### src/sv/pbe_pkg.sv
// ---------------------------------------------------------------------------
// pbe_pkg: shared types and constants for the PCI bus 0 enumerator
// Result kinds, read phases, config offsets and the result record.
// ---------------------------------------------------------------------------
package pbe_pkg;

	localparam int MAX_ENTRIES = 64;
	localparam int CAP_W       = 7;
	// entry count never passes the capacity, which fits the register width
	localparam int CNT_W       = CAP_W;
	localparam logic [CAP_W-1:0] CAP_RESET = 7'd64;

	localparam logic [15:0] VENDOR_NONE = 16'hffff;
	localparam int          HDR_MF_BIT  = 7;
	localparam logic [4:0]  LAST_DEV    = 5'd31;
	localparam logic [2:0]  LAST_FN     = 3'd7;

	localparam logic [3:0] OFF_IDENT = 4'd0;
	localparam logic [3:0] OFF_CLASS = 4'd8;
	localparam logic [3:0] OFF_HDR   = 4'd12;

	localparam int OQ_DEPTH = 4;
	localparam int OQ_AW    = 2;

	typedef enum logic [1:0] {
		K_REQ   = 2'd0,
		K_ENTRY = 2'd1,
		K_OK    = 2'd2,
		K_FAIL  = 2'd3
	} kind_t;

	typedef enum logic [1:0] {
		PH_IDENT = 2'd0,
		PH_CLASS = 2'd1,
		PH_HDR   = 2'd2
	} phase_t;

	typedef struct packed {
		kind_t       kind;
		logic [4:0]  dev_number;
		logic [2:0]  fn_number;
		logic [3:0]  reg_offset;
		logic [15:0] vendor_code;
		logic [15:0] device_code;
		logic [7:0]  revision;
		logic [7:0]  prog_interface;
		logic [7:0]  sub_class;
		logic [7:0]  base_class;
		logic [7:0]  header_kind;
		logic        last;
	} result_t;

endpackage

### src/sv/pci_bus0_enumerator.sv
// ---------------------------------------------------------------------------
// pci_bus0_enumerator: brute-force configuration scan of PCI bus 0
// Issues identity/class/header read requests and emits inventory entries.
// ---------------------------------------------------------------------------
// Results: results of an accepted transaction are written into the result queue
//   and leave on the master side from its head, in order; a transaction that
//   causes two results writes both into the queue together.
// Throughput: one transaction per cycle; the 4-entry result queue takes a new
//   transaction while it has room for two results.
// Reset: arst_n low clears the scan state and the queue at once and loads the
//   capacity register with 64.
module pci_bus0_enumerator
	import pbe_pkg::*;
(
	input  logic             clk,
	input  logic             arst_n,
	// configuration: entry capacity
	input  logic             cfg_wen,
	input  logic [CAP_W-1:0] cfg_wdata,
	// slave side
	input  logic             s_tvalid,
	output logic             s_tready,
	input  logic [31:0]      s_tdata,   // read_data[31:0]
	input  logic             s_tuser,   // func: 0 start scan, 1 read data
	// master side
	output logic             m_tvalid,
	input  logic             m_tready,
	output logic [87:0]      m_tdata,   // dev_number[4:0], fn_number[7:5],
	                                    // reg_offset[11:8], vendor_code[27:12],
	                                    // device_code[43:28], revision[51:44],
	                                    // prog_interface[59:52], sub_class[67:60],
	                                    // base_class[75:68], header_kind[83:76],
	                                    // zero fill [87:84]
	output logic [1:0]       m_tuser,   // kind[1:0]
	output logic             m_tlast    // last result of the input transaction
);

	// ---------------- state ----------------
	logic [CAP_W-1:0] cap_q;
	logic             scanning_q, scanning_n;
	phase_t           phase_q, phase_n;
	logic [4:0]       dev_q, dev_n;
	logic [2:0]       fn_q, fn_n;
	logic [CNT_W-1:0] cnt_q, cnt_n;
	logic [31:0]      ident_q, ident_n;
	logic [31:0]      class_q, class_n;

	// result queue
	result_t          oq_q [OQ_DEPTH];
	logic [OQ_AW-1:0] wr_ptr_q, rd_ptr_q;
	logic [OQ_AW:0]   oq_cnt_q;

	logic accept, pop;
	assign accept = s_tvalid && s_tready;
	assign pop    = m_tvalid && m_tready;

	// ---------------- shared decode ----------------
	logic [CAP_W-1:0] eff_cap;
	logic             id_absent, inv_full, probe_more, fn_step, dev_end;
	logic [7:0]       hdr;

	always_comb begin
		eff_cap   = (cap_q > CAP_W'(MAX_ENTRIES)) ? CAP_W'(MAX_ENTRIES) : cap_q;
		hdr       = s_tdata[23:16];
		id_absent = (s_tdata[15:0] == VENDOR_NONE);
		inv_full  = (cnt_q >= eff_cap);
		// other functions are probed after a header read of a multifunction
		// function 0, or when already past function 0
		if (phase_q == PH_HDR)
			probe_more = (fn_q != 3'd0) || hdr[HDR_MF_BIT];
		else
			probe_more = (fn_q != 3'd0);
		fn_step = probe_more && (fn_q != LAST_FN);
		dev_end = (dev_q == LAST_DEV);
	end

	// ---------------- next state ----------------
	always_comb begin
		scanning_n = scanning_q;
		phase_n    = phase_q;
		dev_n      = dev_q;
		fn_n       = fn_q;
		cnt_n      = cnt_q;
		ident_n    = ident_q;
		class_n    = class_q;
		if (accept) begin
			if (!s_tuser) begin
				dev_n      = 5'd0;
				fn_n       = 3'd0;
				phase_n    = PH_IDENT;
				cnt_n      = '0;
				scanning_n = (eff_cap != '0);
			end else if (scanning_q) begin
				case (phase_q)
					PH_CLASS: begin
						class_n = s_tdata;
						phase_n = PH_HDR;
					end
					PH_HDR: begin
						cnt_n   = cnt_q + CNT_W'(1);
						phase_n = PH_IDENT;
						if (fn_step) begin
							fn_n = fn_q + 3'd1;
						end else begin
							fn_n = 3'd0;
							if (dev_end) begin
								scanning_n = 1'b0;
								dev_n      = 5'd0;
							end else begin
								dev_n = dev_q + 5'd1;
							end
						end
					end
					default: begin
						// identity phase, also the unused phase code
						ident_n = s_tdata;
						if (id_absent) begin
							phase_n = PH_IDENT;
							if (fn_step) begin
								fn_n = fn_q + 3'd1;
							end else begin
								fn_n = 3'd0;
								if (dev_end) begin
									scanning_n = 1'b0;
									dev_n      = 5'd0;
								end else begin
									dev_n = dev_q + 5'd1;
								end
							end
						end else if (inv_full) begin
							scanning_n = 1'b0;
							phase_n    = PH_IDENT;
						end else begin
							phase_n = PH_CLASS;
						end
					end
				endcase
			end
		end
	end

	// ---------------- results ----------------
	result_t    res0, res1, adv;
	logic [1:0] n_res;

	always_comb begin
		// what moving past the current function produces
		adv = '0;
		if (fn_step) begin
			adv.kind       = K_REQ;
			adv.dev_number = dev_q;
			adv.fn_number  = fn_q + 3'd1;
			adv.reg_offset = OFF_IDENT;
		end else if (dev_end) begin
			adv.kind = K_OK;
		end else begin
			adv.kind       = K_REQ;
			adv.dev_number = dev_q + 5'd1;
			adv.reg_offset = OFF_IDENT;
		end

		res0  = '0;
		res1  = '0;
		n_res = 2'd0;
		if (!s_tuser) begin
			n_res = 2'd1;
			res0.kind = (eff_cap == '0) ? K_FAIL : K_REQ;
			res0.reg_offset = OFF_IDENT;
		end else if (scanning_q) begin
			case (phase_q)
				PH_CLASS: begin
					n_res          = 2'd1;
					res0.kind      = K_REQ;
					res0.dev_number = dev_q;
					res0.fn_number  = fn_q;
					res0.reg_offset = OFF_HDR;
				end
				PH_HDR: begin
					n_res               = 2'd2;
					res0.kind           = K_ENTRY;
					res0.dev_number     = dev_q;
					res0.fn_number      = fn_q;
					res0.vendor_code    = ident_q[15:0];
					res0.device_code    = ident_q[31:16];
					res0.revision       = class_q[7:0];
					res0.prog_interface = class_q[15:8];
					res0.sub_class      = class_q[23:16];
					res0.base_class     = class_q[31:24];
					res0.header_kind    = hdr;
					res1                = adv;
				end
				default: begin
					n_res = 2'd1;
					if (id_absent) begin
						res0 = adv;
					end else if (inv_full) begin
						res0.kind = K_FAIL;
					end else begin
						res0.kind       = K_REQ;
						res0.dev_number = dev_q;
						res0.fn_number  = fn_q;
						res0.reg_offset = OFF_CLASS;
					end
				end
			endcase
		end
		// start results carry the zero request fields apart from kind
		if (!s_tuser && (eff_cap == '0))
			res0.reg_offset = OFF_IDENT;
		res0.last = (n_res == 2'd1);
		res1.last = 1'b1;
	end

	// ---------------- registers ----------------
	always_ff @(posedge clk or negedge arst_n) begin
		if (!arst_n) begin
			cap_q      <= CAP_RESET;
			scanning_q <= 1'b0;
			phase_q    <= PH_IDENT;
			dev_q      <= 5'd0;
			fn_q       <= 3'd0;
			cnt_q      <= '0;
		end else begin
			if (cfg_wen)
				cap_q <= cfg_wdata;
			scanning_q <= scanning_n;
			phase_q    <= phase_n;
			dev_q      <= dev_n;
			fn_q       <= fn_n;
			cnt_q      <= cnt_n;
		end
	end

	// held words are written before any use
	always_ff @(posedge clk) begin
		ident_q <= ident_n;
		class_q <= class_n;
	end

	// ---------------- result queue ----------------
	logic [1:0] n_push;
	assign n_push = accept ? n_res : 2'd0;

	always_ff @(posedge clk) begin
		if (n_push != 2'd0)
			oq_q[wr_ptr_q] <= res0;
		if (n_push == 2'd2)
			oq_q[wr_ptr_q + OQ_AW'(1)] <= res1;
	end

	always_ff @(posedge clk or negedge arst_n) begin
		if (!arst_n) begin
			wr_ptr_q <= '0;
			rd_ptr_q <= '0;
			oq_cnt_q <= '0;
		end else begin
			wr_ptr_q <= wr_ptr_q + OQ_AW'(n_push);
			if (pop)
				rd_ptr_q <= rd_ptr_q + OQ_AW'(1);
			oq_cnt_q <= oq_cnt_q + (OQ_AW+1)'(n_push) - (OQ_AW+1)'(pop);
		end
	end

	// room for the worst case of two results
	assign s_tready = (oq_cnt_q <= (OQ_AW+1)'(OQ_DEPTH - 2));
	assign m_tvalid = (oq_cnt_q != '0);

	result_t head;
	assign head    = oq_q[rd_ptr_q];
	assign m_tuser = head.kind;
	assign m_tlast = head.last;
	assign m_tdata = {4'd0, head.header_kind, head.base_class, head.sub_class,
		head.prog_interface, head.revision, head.device_code, head.vendor_code,
		head.reg_offset, head.fn_number, head.dev_number};

	// ---------------- assertions ----------------
	a_oq_bound: assert property (@(posedge clk) disable iff (!arst_n)
		oq_cnt_q <= (OQ_AW+1)'(OQ_DEPTH))
		else $error("result queue overflow");

	a_idle_phase: assert property (@(posedge clk) disable iff (!arst_n)
		!scanning_q |-> (phase_q == PH_IDENT))
		else $error("phase not identity while idle");

	a_cnt_bound: assert property (@(posedge clk) disable iff (!arst_n)
		cnt_q <= CNT_W'(MAX_ENTRIES))
		else $error("entry count above maximum");

	a_start_clears: assert property (@(posedge clk) disable iff (!arst_n)
		(accept && !s_tuser) |=> (cnt_q == '0 && dev_q == 5'd0 && fn_q == 3'd0))
		else $error("start did not clear scan position");

	a_push_room: assert property (@(posedge clk) disable iff (!arst_n)
		(n_push != 2'd0) |=> (oq_cnt_q != '0))
		else $error("transaction with results left queue empty");

endmodule

### config.mk
export PLATFORM = sky130hd
export DESIGN_NAME = pci_bus0_enumerator
export DESIGN_NICKNAME = d
export VERILOG_FILES = /design/src/sv/pbe_pkg.sv /design/src/sv/pci_bus0_enumerator.sv
export SDC_FILE = /design/constraint.sdc
export NUM_CORES = 1
export LEC_CHECK = 0
export BUFFER_PORTS_ARGS = -buffer_cell sky130_fd_sc_hd__buf_2
export CAP_MARGIN = 5
export CORE_MARGIN = 3
export CORE_UTILIZATION = 60
export DETAILED_ROUTE_END_ITERATION = 8
export GPL_TIMING_DRIVEN = 0
export HOLD_SLACK_MARGIN = 0.02
export PLACE_DENSITY = 0.81
export RECOVER_POWER = 100
export SYNTH_ARGS = -nofsm -noshare
export SYNTH_HDL_FRONTEND = slang
export SYNTH_SLANG_ARGS = --single-unit
### constraint.sdc
create_clock -name clk -period 3.85 [get_ports clk]
set_input_delay 0.5775 -clock clk [delete_from_list [all_inputs] [get_ports clk]]
set_output_delay 0.5775 -clock clk [all_outputs]
set_load 0.02 [all_outputs]
Yosys cells after proc, flatten, opt, wreduce, memory -nomap -nowiden. Memory sizes are Yosys's and may differ from the RTL's. Cells that the tools add are included.

Flip-flop bits (word level): 96. Bits in latches: 0. RAM bits: 348. Bits in read-only memories: 0. Bits of input ports: 45. Output and inout bits: 93. Word-level logic and storage cells: 106. Memories: 1.

Memory list: oq_q (words 4, bits a word 87, rd ports 1, clocked after Yosys merged registers in 0, write ports 2, RTL line pci_bus0_enumerator.sv:49) `result_t oq_q [OQ_DEPTH];`.

Add/sub/neg operators: 8. Multipliers: 0. Div/mod/pow operators: 0. Magnitude comparators: 3. Equal/unequal tests: 11. Shift-type cells: 0. Mux-type cells: 54. Bitwise logic cells: 1. Reductions and logical operators: 17.

Operator list (number): 87-bit 2-to-1 mux (4); 73-bit 2-to-1 mux (1); 72-bit 2-to-1 mux (1); 7-bit 2-to-1 mux (5); 5-bit 2-to-1 mux (5); 2-bit 2-to-1 mux (10); 10-bit case mux with 2 select lines (1); 16-bit == test (second input constant) (1); 14-bit 2-to-1 mux (1); 1-bit 2-to-1 mux (13); 12-bit 2-to-1 mux (1); 3-bit 2-to-1 mux (4); 4-bit AND reduction (3); 5-bit case mux with 2 select lines (1); 4-bit 2-to-1 mux (2); 8-bit 2-to-1 mux (1); 4-bit case mux with 2 select lines (1); 7-bit by 1-bit adder with 7-bit output (second input constant) (1); 7-bit >= comparator (1); 7-bit > comparator (second input constant) (1); 7-bit logical NOT (1); 7-bit nonzero test (1); 3-bit case mux with 2 select lines (1); 3-bit nonzero test (2); other kinds (24) (31).

Logic depth before layout (Yosys ltp).
Depth after elaboration: 10. Depth in mapped cells: 12. Mapped depth without buffers: 10.

Worst setup path before layout. OpenSTA, ideal clock, no wires.

Path type: in2reg. Start point: input s_tuser. End point: register class_q[0] (enable). Library setup time: 423 ps. Data arrival time: 2816 ps. Data required time: 3427 ps. Path slack: 611 ps. Stages: 5. Buffers on the path: 2. Cells stage by stage: clkbuf_1 and2_1 clkbuf_1 nand2_1 nor2_1.

Longest elaborated chain between the ends: 1.

Ends and longest elaborated chain: start, declared (RTL line pci_bus0_enumerator.sv:24) `input logic s_tuser,`; 4-bit AND reduction (no source line); end signal, assigned (RTL line pci_bus0_enumerator.sv:237) `class_q <= class_n;`; end, declared (RTL line pci_bus0_enumerator.sv:46) `logic [31:0] class_q, class_n;`.

No other way between the ends. A chain may end at the register's enable or synchronous reset.

Worst setup path after layout.
Start point: register rd_ptr_q[1]. End point: output m_tdata[55].

Longest elaborated chain between the ends: 1.

Ends and longest elaborated chain: start, declared (RTL line pci_bus0_enumerator.sv:50) `logic [OQ_AW-1:0] wr_ptr_q, rd_ptr_q;`; start signal, assigned (RTL line pci_bus0_enumerator.sv:259) `rd_ptr_q <= rd_ptr_q + OQ_AW'(1);`; memory 4 x 87 bit; end, declared (RTL line pci_bus0_enumerator.sv:28) `output logic [87:0] m_tdata,`.

No other way between the ends.

==> out/metrics.cfg <==
[status]
outcome = finished, violations left
violations = capacitance limit, slew limit

[timing]
relSlewSlack_pct = -18.9
fmax_mhz = 266
worst_clock_skew_ns = 0.0229
hold_viol_final = 0
layout_setup_ws_ns = 0.0905
rsz0062_at_grt = false
tightest_slew_ns = 1.78
drv_slew = 101
setup_tns_ns = 0
min_period_ns = 3.76
fin_crit_sh_pct = 97.6
setup-violations-final = 0

[synthesis]
synth.distinct_cells = 63
synth_enable_flop_cells = 100
yosys_warnings = 0
synth_top_cell_by_area = dfxtp_1
muxShareOfSynthArea_pct = 11.3
synthCells = 1679
seq_area_frac_synth_pct = 55.4
synthAdderAreaFrac_pct = 1.44
synthFlopType = dfxtp_1
postSynth.asyncResetShare_pct = 7.34
synth_compound_area_share_pct = 12.8
ys_ff_latch = 436
netlist_top_cells_area = dfxtp_1 34%, edfxtp_1 17%, mux4_2 11%, nand3_1 8.8%, o21ai_0 8.4%
yosys.area_share.xor_xnor_pct = 0.442
mappedNetlistArea_um2 = 17800
syn_area_per_cell_um2 = 10.6
synth_top_family_by_area = simple AND/OR/NAND/NOR gates
synth_top_area_share_pct = 34.1
synth_simple_gate_area_share_pct = 14.5

[global_route]
track_usage_pct = 33.0
grt_pass1_vias = 14794
grt_max_degree = 34
antenna_found_initial = 0
grt_pass1_wl_um = 81300
grt.overflow.total = 0

[worst_setup_path]
crit_family = buffers and inverters
max_stage_delay_ns = 0.87
cp.required_ns = 3.27
r2r_start = phase_q[0]
worstSetupEndpoint = m_tdata[55]
cp_num_cells = 5
setup.worst_path.start = rd_ptr_q[1]
ff2ff_path_depth = 11
crit_path_top_delay_cell = clkbuf_1
end_kind = output port
critPathArrivalTime_ns = 3.18
worst-path-max-fanout = 10
crit_top_cell = clkbuf_1
path_buf_inv = 4
reg2reg_to = oq_q[3][86]
cp_cell_sequence = clkbuf_1, clkbuf_1, clkbuf_1, mux4_2, clkbuf_2
ff2ff_setup_slack_ns = 0.21
cp-start-kind = flop
worstSetupPathType = reg2out

[finish]
area_delta_synth_final_pct = 13.3
n_antenna_cell = 0
multi_input_area_um2 = 7220
nFillCells = 2162
finalInstanceArea_um2 = 20200
fin_nets = 1923
register_area_um2 = 9890
post-route-util_pct = 69.7
layout-drive-gt1-share_pct = 13.6

[drt]
vias = 15016
firstDrtPassIters = 6
wl_met3_um = 5960
wl_met1_um = 19000
routed.top_layer = met4
dr_wl_met2_um = 25700
routedWlPerCell_um = 23.5
postRouteWirelength_um = 53500
vias_per_cell = 6.59
drt_iter0_markers = 2042
drtAntennaViolNets = 0
route.detailed.drc = 0

[place]
io_buffer_count = 129
hpwl_um = 36300
placed_area_um2 = 19000
gp_congestion = 0.946
dpl_worst_slack_ns = 0.710

[hold_path]
min_path_type = in2reg
min_path_cells = 2

[floorplanning]
core-area_um2 = 29000
die_h_um = 178
initial_core_util_pct = 61.5
die-area_um2 = 31800
ioPinCount = 138
rows = 62
die-width_um = 178

[power]
p_leak_nw = 6.98
power_density_nw_per_um2 = 663
finalPower_mw = 13.4
peakVddDrop_v = 0.000528

[cts]
cts_tree = yes
h-tree-depth = 2
clockBufferDepth = 3
numCtsBuffers = 43
cts_resized = 0
root_buffer = clkbuf_16
clk_pin_slew_worst_paths_ns = 0.06
holdBufCountCts = 0
cts.sinks = 436
post_cts_buffers = 0
insertion_delay_ns = 0.55

[flow_run]
maxCapViolCount = 3

==> synth_stat cells (all sizes together), types with 4 or more instances <==
cell	n
a21o	4
a21oi	24
and2	5
buf	77
clkbuf	76
dfrtp	31
dfxtp	304
edfxtp	100
ha	19
inv	15
mux2	9
mux4	85
nand2	138
nand2b	5
nand3	313
nand4	10
nor2	29
nor2b	8
nor3	9
nor4	4
o211ai	11
o21a	5
o21ai	320
o221ai	4
o22ai	16
or2	7
or3	5
xnor2	7
==> power by group <==
| part | internal (mW) | switching (mW) |
|---|---|---|
| Clock | 2.37 | 1.79 |
| Combinational | 1.26 | 2.37 |
| Sequential | 5.28 | 0.328 |
==> how the worst min path moves through the flow <==
stage	start	slack [ns]	to
floorplan	arst_n	0.28	cap_q[0]
global placement	oq_q[0][70]	0.44	oq_q[0][70]
detailed placement	oq_q[0][70]	0.45	oq_q[0][70]
CTS	arst_n	0.11	fn_q[1]
global route	cfg_wdata[5]	0.27	cap_q[5]
finish	cfg_wdata[4]	0.27	cap_q[4]
==> sequential cells by signal, summed over array words and instances, names as in the netlist <==
name / count
dev_q: 5
oq_q: 340
phase_q: 2
wr_ptr_q: 2
ident_q: 32
oq_cnt_q: 3
cap_q: 7
fn_q: 3
cnt_q: 7
scanning_q: 1
rd_ptr_q: 2
class_q: 32
==> through the flow <==
stage                     hold WS (ns)  cells
after floorplan                  0.282   1684
after global placement           0.445   2197
after detailed placement         0.454   2197
after CTS                        0.109   2277
after global routing             0.269   2277
final                            0.271   2277
==> layer usage <==
metal	global-route usage [%]	up-vias
li1	-	6548
met2	54.6	1004
met1	41.3	7274
met5	0	-
met4	15.9	0
met3	7.19	190
==> cells in the final DEF, fill, tap and decap left out, types with 4 or more instances in the layout <==
cell,Yosys,final
mux4_2,85,85
conb_1,1,6
clkbuf_16,0,46
o21ai_0,299,317
clkinv_1,0,5
xnor2_1,7,7
clkbuf_2,0,53
dfxtp_1,304,304
buf_2,26,31
or3_1,5,5
clkinv_2,0,10
buf_1,38,20
a21oi_1,23,24
o21a_1,5,5
o211ai_1,11,11
o22ai_1,16,16
and2_1,5,4
a21o_1,4,4
nor2_1,29,27
nand4_1,10,10
o221ai_1,4,4
nor3_1,9,9
or2_2,4,4
ha_1,19,19
clkbuf_1,76,185
nand3_1,313,313
edfxtp_1,100,100
inv_1,14,14
nor2b_1,8,8
nand2_1,138,138
dfrtp_1,31,31
buf_4,7,6
nand2b_1,5,5
mux2_2,9,9
==> final cells by class <==
class | count | area share [%]
multi-input combinational | 1080 | 35.7
buffer | 153 | 3.06
timing repair buffer | 129 | 2.81
clock buffer | 61 | 6.07
tap | 384 | 2.38
clock inverter | 19 | 0.761
inverter | 15 | 0.291
sequential | 436 | 48.9
==> cell families (layout without fill, tap and decap cells) <==
group,after synthesis,in the layout
fa+ha+maj,20,20
compound gates,410,410
flops,436,436
xor+xnor,9,9
other cells,1,6
mux,94,94
buf+inv,168,377
simple gates,541,541
Note: power is estimated with default switching activity, not from simulation.
